### src/rtl/four_axis_step_pulse_generator_assert.svh
// Assertion macros shared by the step pulse generator.
// Each macro expects clk and arst_n in the scope where it is used.
`ifndef FOUR_AXIS_STEP_PULSE_GENERATOR_ASSERT_SVH
`define FOUR_AXIS_STEP_PULSE_GENERATOR_ASSERT_SVH

// Generic clocked check with a fixed message.
`define FASPG_CHECK(name, prop) \
	name: assert property (@(posedge clk) disable iff (!arst_n) prop) \
		else $error("step pulse generator check failed");

// Clocked check with a caller-supplied message.
`define FASPG_CHECK_MSG(name, prop, msg) \
	name: assert property (@(posedge clk) disable iff (!arst_n) prop) \
		else $error(msg);

`endif

### src/rtl/faspg_pkg.sv
package faspg_pkg;

	// Fixed field widths.
	localparam int AXES   = 4;
	localparam int AX_W   = $clog2(AXES);
	localparam int POS_W  = 31;
	localparam int ERR_W  = 32;
	localparam int RATE_W = 20;
	localparam int ALU_W  = 33;
	localparam int IN_W   = 128;
	localparam int OUT_W  = 136;

	localparam logic [RATE_W-1:0] RATE_RESET = 20'd1000;

	// Item function codes carried on tuser.
	typedef enum logic [1:0] {
		FUNC_TICK  = 2'd0,
		FUNC_START = 2'd1,
		FUNC_LOAD  = 2'd2
	} func_t;

	// Operation of the shared adder.
	typedef enum logic {
		ALU_ADD = 1'b0,
		ALU_SUB = 1'b1
	} alu_op_t;

	typedef logic [AXES-1:0][POS_W-1:0] pos_vec_t;

	// One result item, packed with the step pins in the lowest bits.
	typedef struct packed {
		pos_vec_t  pos;
		logic      acc;
		logic      done;
		logic      busy;
		logic [3:0] dir;
		logic [3:0] step;
	} result_t;

endpackage

### src/rtl/four_axis_step_pulse_generator.sv
// Items are handled one at a time. A tick inside an iteration only advances the phase; a tick
// that opens the next iteration runs two adder steps per axis (three when it steps), and a move
// start runs the delta, abs and max steps per axis and then the QW-bit rate division,
// QW = clog2(TICK_HZ/2 + 1) = 19 at 1 MHz ticks.
// Reset (arst_n low, asynchronous): positions and errors zero, direction pins all ones,
// step rate 1000, no move in progress, output empty.
module four_axis_step_pulse_generator import faspg_pkg::*; #(
	parameter int TICK_HZ         = 1000000,
	parameter int MIN_HALF_PERIOD = 2
) (
	input  logic              clk,
	input  logic              arst_n,
	// Configuration: step rate register.
	input  logic              cfg_we,
	input  logic [RATE_W-1:0] cfg_wdata,
	// Input stream.
	input  logic              s_tvalid,
	output logic              s_tready,
	input  logic [IN_W-1:0]   s_tdata,  // target_j1, target_j2, target_z, target_j4, zero pad
	input  logic [1:0]        s_tuser,  // func
	// Output stream.
	output logic              m_tvalid,
	input  logic              m_tready,
	output logic [OUT_W-1:0]  m_tdata   // step_pins, dir_pins, busy_res, move_done, accepted,
	                                    // pos_j1, pos_j2, pos_z, pos_j4, zero pad
);

	logic [RATE_W-1:0] rate_q;
	logic              out_valid_q;
	result_t           out_q;
	result_t           core_res;
	logic              core_res_valid;
	logic              out_free;

	// Step rate register.
	always_ff @(posedge clk or negedge arst_n) begin
		if (!arst_n) begin
			rate_q <= RATE_RESET;
		end else if (cfg_we) begin
			rate_q <= cfg_wdata;
		end
	end

	faspg_core #(
		.TICK_HZ         (TICK_HZ),
		.MIN_HALF_PERIOD (MIN_HALF_PERIOD)
	) u_core (
		.clk       (clk),
		.arst_n    (arst_n),
		.in_valid  (s_tvalid),
		.in_ready  (s_tready),
		.in_func   (s_tuser),
		.in_tgt    (pos_vec_t'(s_tdata[AXES*POS_W-1:0])),
		.rate      (rate_q),
		.res_valid (core_res_valid),
		.res_take  (out_free),
		.res       (core_res)
	);

	// Output register; it frees the core while a result waits for its transfer.
	assign out_free = !out_valid_q || m_tready;

	always_ff @(posedge clk or negedge arst_n) begin
		if (!arst_n) begin
			out_valid_q <= 1'b0;
		end else if (out_free) begin
			out_valid_q <= core_res_valid;
		end
	end

	always_ff @(posedge clk) begin
		if (out_free && core_res_valid) begin
			out_q <= core_res;
		end
	end

	assign m_tvalid = out_valid_q;
	assign m_tdata  = {{(OUT_W - $bits(result_t)){1'b0}}, out_q};

	`include "four_axis_step_pulse_generator_assert.svh"

	// The core handles one item at a time.
	`FASPG_CHECK_MSG(a_one_item, (s_tvalid && s_tready) |=> !s_tready, "input taken while busy")
	// A refused item only happens during a move.
	`FASPG_CHECK(a_refuse_busy, (m_tvalid && !m_tdata[10]) |-> m_tdata[8])
	// Step pulses appear only while a move is in progress.
	`FASPG_CHECK(a_step_busy, (m_tvalid && (m_tdata[3:0] != 4'd0)) |-> m_tdata[8])
	// The item that ends a move reports the block idle.
	`FASPG_CHECK(a_done_idle, (m_tvalid && m_tdata[9]) |-> !m_tdata[8])

endmodule

### src/rtl/faspg_alu.sv
module faspg_alu import faspg_pkg::*; (
	input  logic [ALU_W-1:0] a,
	input  logic [ALU_W-1:0] b,
	input  alu_op_t          op,
	output logic [ALU_W-1:0] sum
);

	logic [ALU_W-1:0] b_eff;

	// One adder serves both add and subtract; subtract inverts b and injects a carry.
	assign b_eff = (op == ALU_SUB) ? ~b : b;
	assign sum   = a + b_eff + {{(ALU_W-1){1'b0}}, (op == ALU_SUB)};

endmodule

### src/rtl/faspg_core.sv
module faspg_core import faspg_pkg::*; #(
	parameter int TICK_HZ         = 1000000,
	parameter int MIN_HALF_PERIOD = 2
) (
	input  logic              clk,
	input  logic              arst_n,
	input  logic              in_valid,
	output logic              in_ready,
	input  logic [1:0]        in_func,
	input  pos_vec_t          in_tgt,
	input  logic [RATE_W-1:0] rate,
	output logic              res_valid,
	input  logic              res_take,
	output result_t           res
);

	// Half period is floor(TICK_HZ/2 / rate), at least MIN_HALF_PERIOD, one quotient bit per cycle.
	localparam int HALF_TICKS = TICK_HZ / 2;
	localparam int QW         = $clog2(HALF_TICKS + 1);
	localparam int IW         = $clog2(QW);
	localparam int HP_MAX     = (HALF_TICKS > MIN_HALF_PERIOD) ? HALF_TICKS : MIN_HALF_PERIOD;
	localparam int HPW        = $clog2(HP_MAX + 1);
	localparam int PHW        = HPW + 1;
	localparam logic [QW-1:0] DIVIDEND = QW'(HALF_TICKS);

	typedef enum logic [11:0] {
		S_IDLE  = 12'b0000_0000_0001,
		S_DELTA = 12'b0000_0000_0010,
		S_ABS   = 12'b0000_0000_0100,
		S_MAX   = 12'b0000_0000_1000,
		S_CHK   = 12'b0000_0001_0000,
		S_DIV   = 12'b0000_0010_0000,
		S_HP    = 12'b0000_0100_0000,
		S_ACC   = 12'b0000_1000_0000,
		S_CMP   = 12'b0001_0000_0000,
		S_POS   = 12'b0010_0000_0000,
		S_TICK  = 12'b0100_0000_0000,
		S_RES   = 12'b1000_0000_0000
	} state_t;

	state_t state_q;

	pos_vec_t                       pos_q;
	pos_vec_t                       tgt_q;
	logic [AXES-1:0][POS_W-1:0]     abs_q;
	logic [AXES-1:0][ERR_W-1:0]     err_q;
	logic [AXES-1:0]                dir_q;
	logic [AXES-1:0]                step_q;
	logic [POS_W-1:0]               big_q;
	logic [POS_W-1:0]               largest_q;
	logic [POS_W-1:0]               iter_q;
	logic [HPW-1:0]                 hp_q;
	logic [PHW-1:0]                 phase_q;
	logic                           moving_q;
	logic                           done_q;
	logic                           acc_q;
	logic [AX_W-1:0]                ax_q;
	logic [ALU_W-1:0]               d_q;
	logic [RATE_W-1:0]              rem_q;
	logic [QW-1:0]                  quo_q;
	logic [IW-1:0]                  div_idx_q;

	logic [ALU_W-1:0] alu_a;
	logic [ALU_W-1:0] alu_b;
	logic [ALU_W-1:0] alu_sum;
	alu_op_t          alu_op;
	logic             alu_neg;
	logic             ax_last;
	logic [PHW-1:0]   phase_nx;
	logic [POS_W-1:0] iter_nx;
	logic             iter_end;

	faspg_alu u_alu (
		.a   (alu_a),
		.b   (alu_b),
		.op  (alu_op),
		.sum (alu_sum)
	);

	assign alu_neg = alu_sum[ALU_W-1];
	assign ax_last = (ax_q == AX_W'(AXES - 1));

	// Operand selection for the shared adder in each step of the sequence.
	always_comb begin
		alu_a  = '0;
		alu_b  = '0;
		alu_op = ALU_ADD;
		unique case (state_q)
			S_DELTA: begin
				alu_a  = {{(ALU_W-POS_W){tgt_q[ax_q][POS_W-1]}}, tgt_q[ax_q]};
				alu_b  = {{(ALU_W-POS_W){pos_q[ax_q][POS_W-1]}}, pos_q[ax_q]};
				alu_op = ALU_SUB;
			end
			S_ABS: begin
				alu_b  = d_q;
				alu_op = d_q[ALU_W-1] ? ALU_SUB : ALU_ADD;
			end
			S_MAX: begin
				alu_a  = {{(ALU_W-POS_W){1'b0}}, big_q};
				alu_b  = {{(ALU_W-POS_W){1'b0}}, abs_q[ax_q]};
				alu_op = ALU_SUB;
			end
			S_DIV: begin
				alu_a  = {{(ALU_W-RATE_W-1){1'b0}}, rem_q, DIVIDEND[div_idx_q]};
				alu_b  = {{(ALU_W-RATE_W){1'b0}}, rate};
				alu_op = ALU_SUB;
			end
			S_ACC: begin
				alu_a  = {{(ALU_W-ERR_W){1'b0}}, err_q[ax_q]};
				alu_b  = {{(ALU_W-POS_W){1'b0}}, abs_q[ax_q]};
			end
			S_CMP: begin
				alu_a  = {{(ALU_W-ERR_W){1'b0}}, err_q[ax_q]};
				alu_b  = {{(ALU_W-POS_W){1'b0}}, largest_q};
				alu_op = ALU_SUB;
			end
			S_POS: begin
				alu_a  = {{(ALU_W-POS_W){1'b0}}, pos_q[ax_q]};
				alu_b  = ALU_W'(1);
				alu_op = dir_q[ax_q] ? ALU_ADD : ALU_SUB;
			end
			default: begin
			end
		endcase
	end

	// Tick bookkeeping on the narrow phase and iteration counters.
	assign phase_nx = phase_q + PHW'(1);
	assign iter_end = (phase_nx >= {hp_q, 1'b0});
	assign iter_nx  = iter_q - POS_W'(1);

	// Sequencer and move state.
	always_ff @(posedge clk or negedge arst_n) begin
		if (!arst_n) begin
			state_q   <= S_IDLE;
			pos_q     <= '0;
			abs_q     <= '0;
			err_q     <= '0;
			dir_q     <= '1;
			step_q    <= '0;
			big_q     <= '0;
			largest_q <= '0;
			iter_q    <= '0;
			phase_q   <= '0;
			moving_q  <= 1'b0;
			done_q    <= 1'b0;
			acc_q     <= 1'b1;
			ax_q      <= '0;
		end else begin
			unique case (state_q)
				S_IDLE: begin
					if (in_valid) begin
						done_q <= 1'b0;
						tgt_q  <= in_tgt;
						// A start or a load is refused while a move runs.
						unique case (func_t'(in_func))
							FUNC_TICK: begin
								acc_q   <= 1'b1;
								state_q <= moving_q ? S_TICK : S_RES;
							end
							FUNC_START: begin
								acc_q <= !moving_q;
								if (moving_q) begin
									state_q <= S_RES;
								end else if (rate == '0) begin
									state_q <= S_RES;
								end else begin
									big_q   <= '0;
									ax_q    <= '0;
									state_q <= S_DELTA;
								end
							end
							FUNC_LOAD: begin
								acc_q <= !moving_q;
								if (!moving_q) begin
									pos_q <= in_tgt;
								end
								state_q <= S_RES;
							end
							default: begin
								acc_q   <= 1'b1;
								state_q <= S_RES;
							end
						endcase
					end
				end
				S_DELTA: begin
					d_q     <= alu_sum;
					state_q <= S_ABS;
				end
				S_ABS: begin
					abs_q[ax_q] <= alu_sum[POS_W-1:0];
					dir_q[ax_q] <= ~d_q[ALU_W-1];
					state_q     <= S_MAX;
				end
				S_MAX: begin
					if (alu_neg) begin
						big_q <= abs_q[ax_q];
					end
					if (ax_last) begin
						ax_q    <= '0;
						state_q <= S_CHK;
					end else begin
						ax_q    <= ax_q + AX_W'(1);
						state_q <= S_DELTA;
					end
				end
				S_CHK: begin
					if (big_q == '0) begin
						state_q <= S_RES;
					end else begin
						largest_q <= big_q;
						iter_q    <= big_q;
						err_q     <= '0;
						rem_q     <= '0;
						div_idx_q <= IW'(QW - 1);
						state_q   <= S_DIV;
					end
				end
				S_DIV: begin
					// On a failed trial the shifted partial remainder is kept.
					if (!alu_neg) begin
						rem_q <= alu_sum[RATE_W-1:0];
					end else begin
						rem_q <= {rem_q[RATE_W-2:0], DIVIDEND[div_idx_q]};
					end
					quo_q <= {quo_q[QW-2:0], ~alu_neg};
					if (div_idx_q == '0) begin
						state_q <= S_HP;
					end else begin
						div_idx_q <= div_idx_q - IW'(1);
					end
				end
				S_HP: begin
					if (HPW'(quo_q) < HPW'(MIN_HALF_PERIOD)) begin
						hp_q <= HPW'(MIN_HALF_PERIOD);
					end else begin
						hp_q <= HPW'(quo_q);
					end
					moving_q <= 1'b1;
					step_q   <= '0;
					phase_q  <= '0;
					ax_q     <= '0;
					state_q  <= S_ACC;
				end
				S_ACC: begin
					err_q[ax_q] <= alu_sum[ERR_W-1:0];
					state_q     <= S_CMP;
				end
				S_CMP: begin
					if (!alu_neg) begin
						err_q[ax_q]  <= alu_sum[ERR_W-1:0];
						step_q[ax_q] <= 1'b1;
						state_q      <= S_POS;
					end else if (ax_last) begin
						ax_q    <= '0;
						state_q <= S_RES;
					end else begin
						ax_q    <= ax_q + AX_W'(1);
						state_q <= S_ACC;
					end
				end
				S_POS: begin
					pos_q[ax_q] <= alu_sum[POS_W-1:0];
					if (ax_last) begin
						ax_q    <= '0;
						state_q <= S_RES;
					end else begin
						ax_q    <= ax_q + AX_W'(1);
						state_q <= S_ACC;
					end
				end
				S_TICK: begin
					if (iter_end) begin
						iter_q  <= iter_nx;
						step_q  <= '0;
						phase_q <= '0;
						if (iter_nx == '0) begin
							moving_q <= 1'b0;
							done_q   <= 1'b1;
							state_q  <= S_RES;
						end else begin
							ax_q    <= '0;
							state_q <= S_ACC;
						end
					end else begin
						phase_q <= phase_nx;
						if (phase_nx == {1'b0, hp_q}) begin
							step_q <= '0;
						end
						state_q <= S_RES;
					end
				end
				S_RES: begin
					if (res_take) begin
						state_q <= S_IDLE;
					end
				end
				default: begin
					state_q <= S_IDLE;
				end
			endcase
		end
	end

	assign in_ready  = (state_q == S_IDLE);
	assign res_valid = (state_q == S_RES);

	// Result fields come straight from the move state.
	always_comb begin
		res.pos  = pos_q;
		res.acc  = acc_q;
		res.done = done_q;
		res.busy = moving_q;
		res.dir  = dir_q;
		res.step = step_q;
	end

endmodule

### config.mk
export PLATFORM = sky130hd
export DESIGN_NAME = four_axis_step_pulse_generator
export DESIGN_NICKNAME = d
export VERILOG_FILES = /design/src/rtl/faspg_pkg.sv /design/src/rtl/four_axis_step_pulse_generator.sv /design/src/rtl/faspg_alu.sv /design/src/rtl/faspg_core.sv
export VERILOG_INCLUDE_DIRS = /design/src /design/src/rtl
export SDC_FILE = /design/constraint.sdc
export NUM_CORES = 2
export LEC_CHECK = 0
export BUFFER_PORTS_ARGS = -buffer_cell sky130_fd_sc_hd__clkbuf_2
export CAP_MARGIN = 20
export CORE_MARGIN = 5
export CORE_UTILIZATION = 61
export CTS_CLUSTER_SIZE = 14
export DETAILED_ROUTE_END_ITERATION = 16
export PLACE_DENSITY_LB_ADDON = 0.3
export RECOVER_POWER = 100
export SETUP_SLACK_MARGIN = 0.15
export SLEW_MARGIN = 10
export SYNTH_ARGS = -nofsm -noshare
export SYNTH_HDL_FRONTEND = slang
export SYNTH_SLANG_ARGS = --single-unit
### constraint.sdc
create_clock -name clk -period 9.09 [get_ports clk]
set_input_delay 1.818 -clock clk [delete_from_list [all_inputs] [get_ports clk]]
set_output_delay 1.818 -clock clk [all_outputs]
set_load 0.01 [all_outputs]
# Word-level counts from Yosys, hierarchy flattened
# Memories as Yosys holds them, arrays and structs flattened. A register that Yosys moved wholly into a read port is not among the register bits.
# Cells that the tools add are included.
# word_totals
inputBits	155
n_memories	1
output_inout_bits	138
word_cells	220
reg_bits	890
mem_bits_ro	32
# classes
reduce_logical	41
order_cmp	5
n_eq_ne	32
mux	87
n_addsub	6
bitwise_logic	5
# memory_table
memory	depth	width	read_ports	rd_ports_with_merged_regs	wr	line_no	text
(name not given)	32	1	1	1	0	faspg_core.sv:104	alu_a = {{(ALU_W-RATE_W-1){1'b0}}, rem_q, DIVIDEND[div_idx_q]};
# op_table
op	n
128-bit one-hot mux with 3 select lines	1
124-bit two-way mux	3
31-bit two-way mux	11
128-bit two-way mux	2
124-bit bitwise mux	2
124-bit one-hot mux with 2 select lines	1
33-bit one-hot mux with 6 select lines	1
31-bit binary-select mux with 2-bit select	3
33-bit one-hot mux with 5 select lines	1
12-bit one-hot mux with 12 select lines	1
12-bit two-way mux	11
128-bit bitwise mux	1
31-bit one-hot mux with 2 select lines	2
20-bit one-hot mux with 2 select lines	2
32-bit binary-select mux with 2-bit select	1
32-bit demux with 2-bit select	1
32-bit two-way mux	2
31-bit demux with 2-bit select	1
31-bit zero test	2
20-bit two-way mux	3
33-bit by 1-bit adder with 33-bit output	1
33-bit adder	1
33-bit two-way mux	1
33-bit inverter	1
other kinds (58)	120

# Longest topological paths before layout
# logic_depth
ltp_word	10
mapped_depth	23
depth_no_buf	18

# Modules after synthesis
# Synthesis repeated with hierarchy kept, for this count alone.
# unflattened
cells_unflattened	3427
hier_area_um2	42070.3
# modules_own_cells
module	n_inst	area_per_inst_um2	cells_each	seq_area_each_um2
faspg_core	1	35041.1	2950	19496.2
four_axis_step_pulse_generator	1	4939.7	183	4586.9
faspg_alu	1	2089.5	294	0.0

# Worst setup path after synthesis
# Ideal clock, no wire load.
# synth_timing
path_type	input-to-reg
from	input m_tready
to	register out_q, in the netlist m_tdata[0], enable pin
t_required_ps	8445
setup_slack_ps	541
path_stages	2
setup_time_ps	645
arrival_ps	7904
n_path_buf	0
cell_sequence	nand2b_1 nor2b_1
# synth_between
elab_chain_len	2
# synth_lines
element	line_no	text
start, declared	four_axis_step_pulse_generator.sv:23	input logic m_tready,
1-bit logical OR	four_axis_step_pulse_generator.sv:61	assign out_free = !out_valid_q || m_tready;
1-bit logical AND	four_axis_step_pulse_generator.sv:72	if (out_free && core_res_valid) begin
end signal, assigned	four_axis_step_pulse_generator.sv:73	out_q <= core_res;
end, declared	four_axis_step_pulse_generator.sv:30	result_t out_q;
# No other way between the ends.
# A chain may end at the register's enable or synchronous reset.

# Worst setup path after layout
# layout_timing
from	register u_core.state_q[8]
to	register u_core.pos_q, in the netlist u_core.res[35]
# layout_between
elab_chain_len	9
elab_cells_between_ends	25
classes_between	2 x add/sub; 11 x eq/ne; 6 x mux; 1 x bitwise; 5 x reduce/logical
# layout_lines
element	line_no	text
start, declared	faspg_core.sv:41	state_t state_q;
start signal, assigned	faspg_core.sv:159	state_q <= moving_q ? S_TICK : S_RES;
12-bit by 8-bit == test with 1-bit output or 12-bit by 4-bit == test with 1-bit output (tied branches)	faspg_core.sv:88	unique case (state_q)
2-bit OR reduction (no source line)	--	
33-bit one-hot mux with 6 select lines	faspg_core.sv:88	
33-bit inverter	faspg_alu.sv:11	assign b_eff = (op == ALU_SUB) ? ~b : b;
33-bit two-way mux	faspg_alu.sv:11	
33-bit adder	faspg_alu.sv:12	assign sum = a + b_eff + {{(ALU_W-1){1'b0}}, (op == ALU_SUB)};
33-bit by 1-bit adder with 33-bit output *	faspg_alu.sv:12	
net u_core.alu_sum[24]	faspg_core.sv:65	logic [ALU_W-1:0] alu_sum;
124-bit bitwise mux *	faspg_core.sv:264	pos_q[ax_q] <= alu_sum[POS_W-1:0];
124-bit one-hot mux with 2 select lines *	faspg_core.sv:150	unique case (state_q)
end signal, assigned	faspg_core.sv:176	pos_q <= in_tgt;
end signal, assigned by index	faspg_core.sv:264	
end, declared	faspg_core.sv:43	pos_vec_t pos_q;
# The timed path passes the listed nets; every way through them passes the cells marked *.

==> summary.txt <==
TritonRoute pass-1 iters = 9
Core Footprint = 68350 um^2
Root Driver = clkbuf_16
Synth area leaders = dfrtp_1 (31%), edfxtp_1 (25%), mux4_2 (6.8%), nand2_1 (4.0%), o21ai_0 (3.0%)
register area = 24090 um^2
Yosys cell types = 110
Worst Tran Pin Value = 3665 ps
fin nets = 3931
P&R area growth vs syn = 11.49%
Clock Latency Late Sink = 680 ps
startpoint type of the worst setup path = flop
outcome = finished, violations left
antenna viol nets, final = 0
Placed Cells = 4495
YS warnings = 0
CP max stage delay = 1100 ps
die footprint = 73900 um^2
ys async rst share = 60.04%
Synth top area share = 31.29%
Pwr Total = 0.01054 W
worst path cell trace = nor4_1 -> and3_1 -> clkbuf_1 -> a22o_1 -> nor3_1 -> o21ai_0 -> fa_1 -> nor2b_1 -> o21a_1 -> o21ai_0 -> nand2_1 -> nor3_1 -> o21ai_0 -> o21ai_0 -> inv_1 -> nand2_1 -> a31oi_1
top_reg_cell synth = dfrtp_1
Post-synth EDFFs = 355
max-cap check violation count = 16
CP Max Fanout = 23
# H-tree levels = 3
Final Max Tran Viols = 771
# setup viols final = 0
Mapped Area = 41820 um^2
Syn Inst Count = 3521
post-route setup TNS = 0 ps
clock tree from TritonCTS = yes
Remaining Overflow, GRT = 0
CTS resizes = 0
postcts setup bufs = 0
HPWL after DPL = 88240 um
fin worst setup slack = 1405 ps
syn_area_per_cell = 11.88 um^2
worst path bufs/invs = 2
Critical Path AT = 8180 ps
worst path required time = 9590 ps
input/output buffers = 287
Residual DRC = 0
pwr/cell area = 226.0 nW/um^2
Final Non-Filler Cells = 4693
CTS sink cnt = 891
Placement Setup Slack = 2328 ps
Iteration-0 DRC Markers = 4535
vias in the first global route = 31340
first-pass GRT wire length = 197800 um
final wirelength = 133600 um
area taken by multi-input logic gates = 16180 um^2
Layout fillers = 4985
initial antenna violation count = 17
failing checks = max-capacitance violations, max-slew violations
RSZ-0062 raised after global routing = false
Rel. slew slack = -144.3%
hold buffer count at cts = 0
clock transition at the registers of the reported paths = 60 ps
Die Y = 271.8 um
Final Skew = 35.76 ps
CTS Buffer Depth = 3
GPL Wtd Cong = 1.004
total track usage = 35.25%
Seq/Total Area, Yosys = 57.59%
Crit. End Element = flop
final core occ = 68.22%
most frequent CP cell = o21ai_0
f_max = 130.1 MHz
top cell type by total area after synthesis = dfrtp_1
IO Count = 293
Rows = 96
worst-path cell with the longest stage delay = and3_1
Period minus WS final = 7685 ps
DR WL/cell = 28.47 um
Starting Density = 61.19%
Setup CP Type = flop to flop
vias = 32340
Die X = 271.8 um
maximum vdd ir drop = 0.0002184 V
Worst path top cell family by delay = simple AND/OR/NAND/NOR gates
total CTS buffers = 92
P_leak = 18.83 nW
period utilisation layout = 84.54%
pin count of the biggest net entering global routing = 128
share of cells above drive strength 1 = 13.23%
synthesis-stage register bit count = 891
Final Hold Viols = 0
hold crit path type = flop to flop
syn_nets = 3739
detailed-route vias per instance = 6.890
-- sequential cells by signal (all words and copies together), names as in the netlist, 19 cells and up, named ones only --
signal            count
u_core.res          124
u_core.hp_q          19
u_core.abs_q        124
u_core.d_q           33
u_core.iter_q        31
u_core.tgt_q        124
rate_q               20
u_core.err_q        128
m_tdata             135
u_core.quo_q         19
u_core.largest_q     31
u_core.phase_q       20
u_core.rem_q         20
u_core.big_q         31
-- power breakdown --
group          internal, W  switching [W]  total, W
logic             0.000504       0.000996   0.00150
registers          0.00478       0.000382   0.00516
clock network      0.00222        0.00166   0.00388
total              0.00749        0.00304    0.0105
-- stage by stage --
step                hold WS (ps)  cell area [um^2]
floorplan                  418.0             41820
global placement           428.1             43910
detailed placement         442.1             43940
CTS                        456.7             47060
global route               461.5             46620
finish                     454.3             46630
-- cell usage after synthesis (27+ instances only) --
| cell type | instances |
|---|---|
| nor2_1 | 182 |
| nand2_1 | 450 |
| xnor2_1 | 74 |
| edfxtp_1 | 355 |
| clkbuf_1 | 183 |
| a31oi_1 | 54 |
| nor3_1 | 46 |
| buf_1 | 27 |
| inv_1 | 85 |
| o21ai_0 | 251 |
| dfrtp_1 | 523 |
| mux4_2 | 126 |
| a22oi_1 | 88 |
| buf_2 | 32 |
| a21oi_1 | 148 |
| ha_1 | 62 |
| mux2_2 | 75 |
| o21ai_1 | 43 |
| nand3_1 | 89 |
| a22o_1 | 130 |
| nor4_1 | 33 |
| and3_1 | 38 |
-- cell type report --
class,instances,area share (%)
Clock buffer,135,5.675
Multi-Input combinational cell,2275,34.70
Clock inverter,39,1.012
Antenna cell,18,0.09660
Tap cell,882,2.367
Sequential cell,891,51.67
Inverter,95,0.7675
Timing Repair Buffer,358,3.719
-- path summary, 6_finish.rpt --
path / start / to / slack (ps) / cells past startpoint
max: u_core.state_q[8] / u_core.res[35] / 1410 / 17
min: u_core.quo_q[0] / u_core.quo_q[1] / 450 / 0
max reg2reg: u_core.state_q[8] / u_core.res[35] / 1410 / 17
min reg2reg: u_core.quo_q[0] / u_core.quo_q[1] / 450 / 0
max in group asynchronous: arst_n / u_core.dir_q[3] / 2360 / 4
min in group asynchronous: arst_n / u_core.res[23] / 2100 / 1
-- logic make-up (layout without fill, tap and decap cells) --
| group | count (synthesis) | count (layout) | share of synthesized area, % |
|---|---|---|---|
| buffers and inverters | 355 | 627 | 3.584 |
| AO/OA/AOI/OAI | 927 | 927 | 14.93 |
| multiplexers | 211 | 211 | 9.056 |
| flip-flops | 891 | 891 | 57.59 |
| adder cells (fa/ha/maj) | 63 | 63 | 1.903 |
| XOR/XNOR | 99 | 99 | 2.073 |
| AND/OR/NAND/NOR | 974 | 974 | 10.86 |
| other | 1 | 19 | 0.008967 |
-- metal layers --
metal  up-vias  track usage (%)  routed length (um)
li1      13500                -                   -
met1     16060            47.11               48670
met2      2319            54.45               61670
met3       455            7.532               14130
met4         0            19.83                9133
met5         -                0                   0
-- cells in the final DEF, fill, tap and decap left out, types with 10 or more instances in the layout --
cell type / netlist / routed
nand2_1: 450 / 450
o21ai_0: 251 / 288
nor2_1: 182 / 180
xor2_1: 25 / 25
buf_4: 3 / 40
a221oi_1: 21 / 21
a21oi_1: 148 / 146
o21a_1: 14 / 14
o22ai_1: 13 / 13
clkinv_2: 0 / 15
mux2_2: 75 / 75
a21o_1: 24 / 24
nand4_1: 18 / 18
o211ai_1: 12 / 12
clkbuf_8: 0 / 14
nand3_1: 89 / 89
and2_0: 2 / 10
and3_1: 38 / 38
nor3_1: 46 / 49
or3_1: 12 / 11
inv_1: 85 / 92
clkbuf_1: 183 / 293
edfxtp_1: 355 / 355
diode_2: 0 / 18
xnor2_1: 74 / 73
o2bb2ai_1: 19 / 19
mux4_2: 126 / 126
ha_1: 62 / 62
nor4_1: 33 / 35
clkbuf_16: 0 / 94
dfrtp_1: 523 / 521
nand2b_1: 11 / 11
a22o_1: 130 / 130
clkbuf_2: 0 / 42
a22oi_1: 88 / 88
a31oi_1: 54 / 54
No activity file was read; power rests on OpenSTA's default activity.
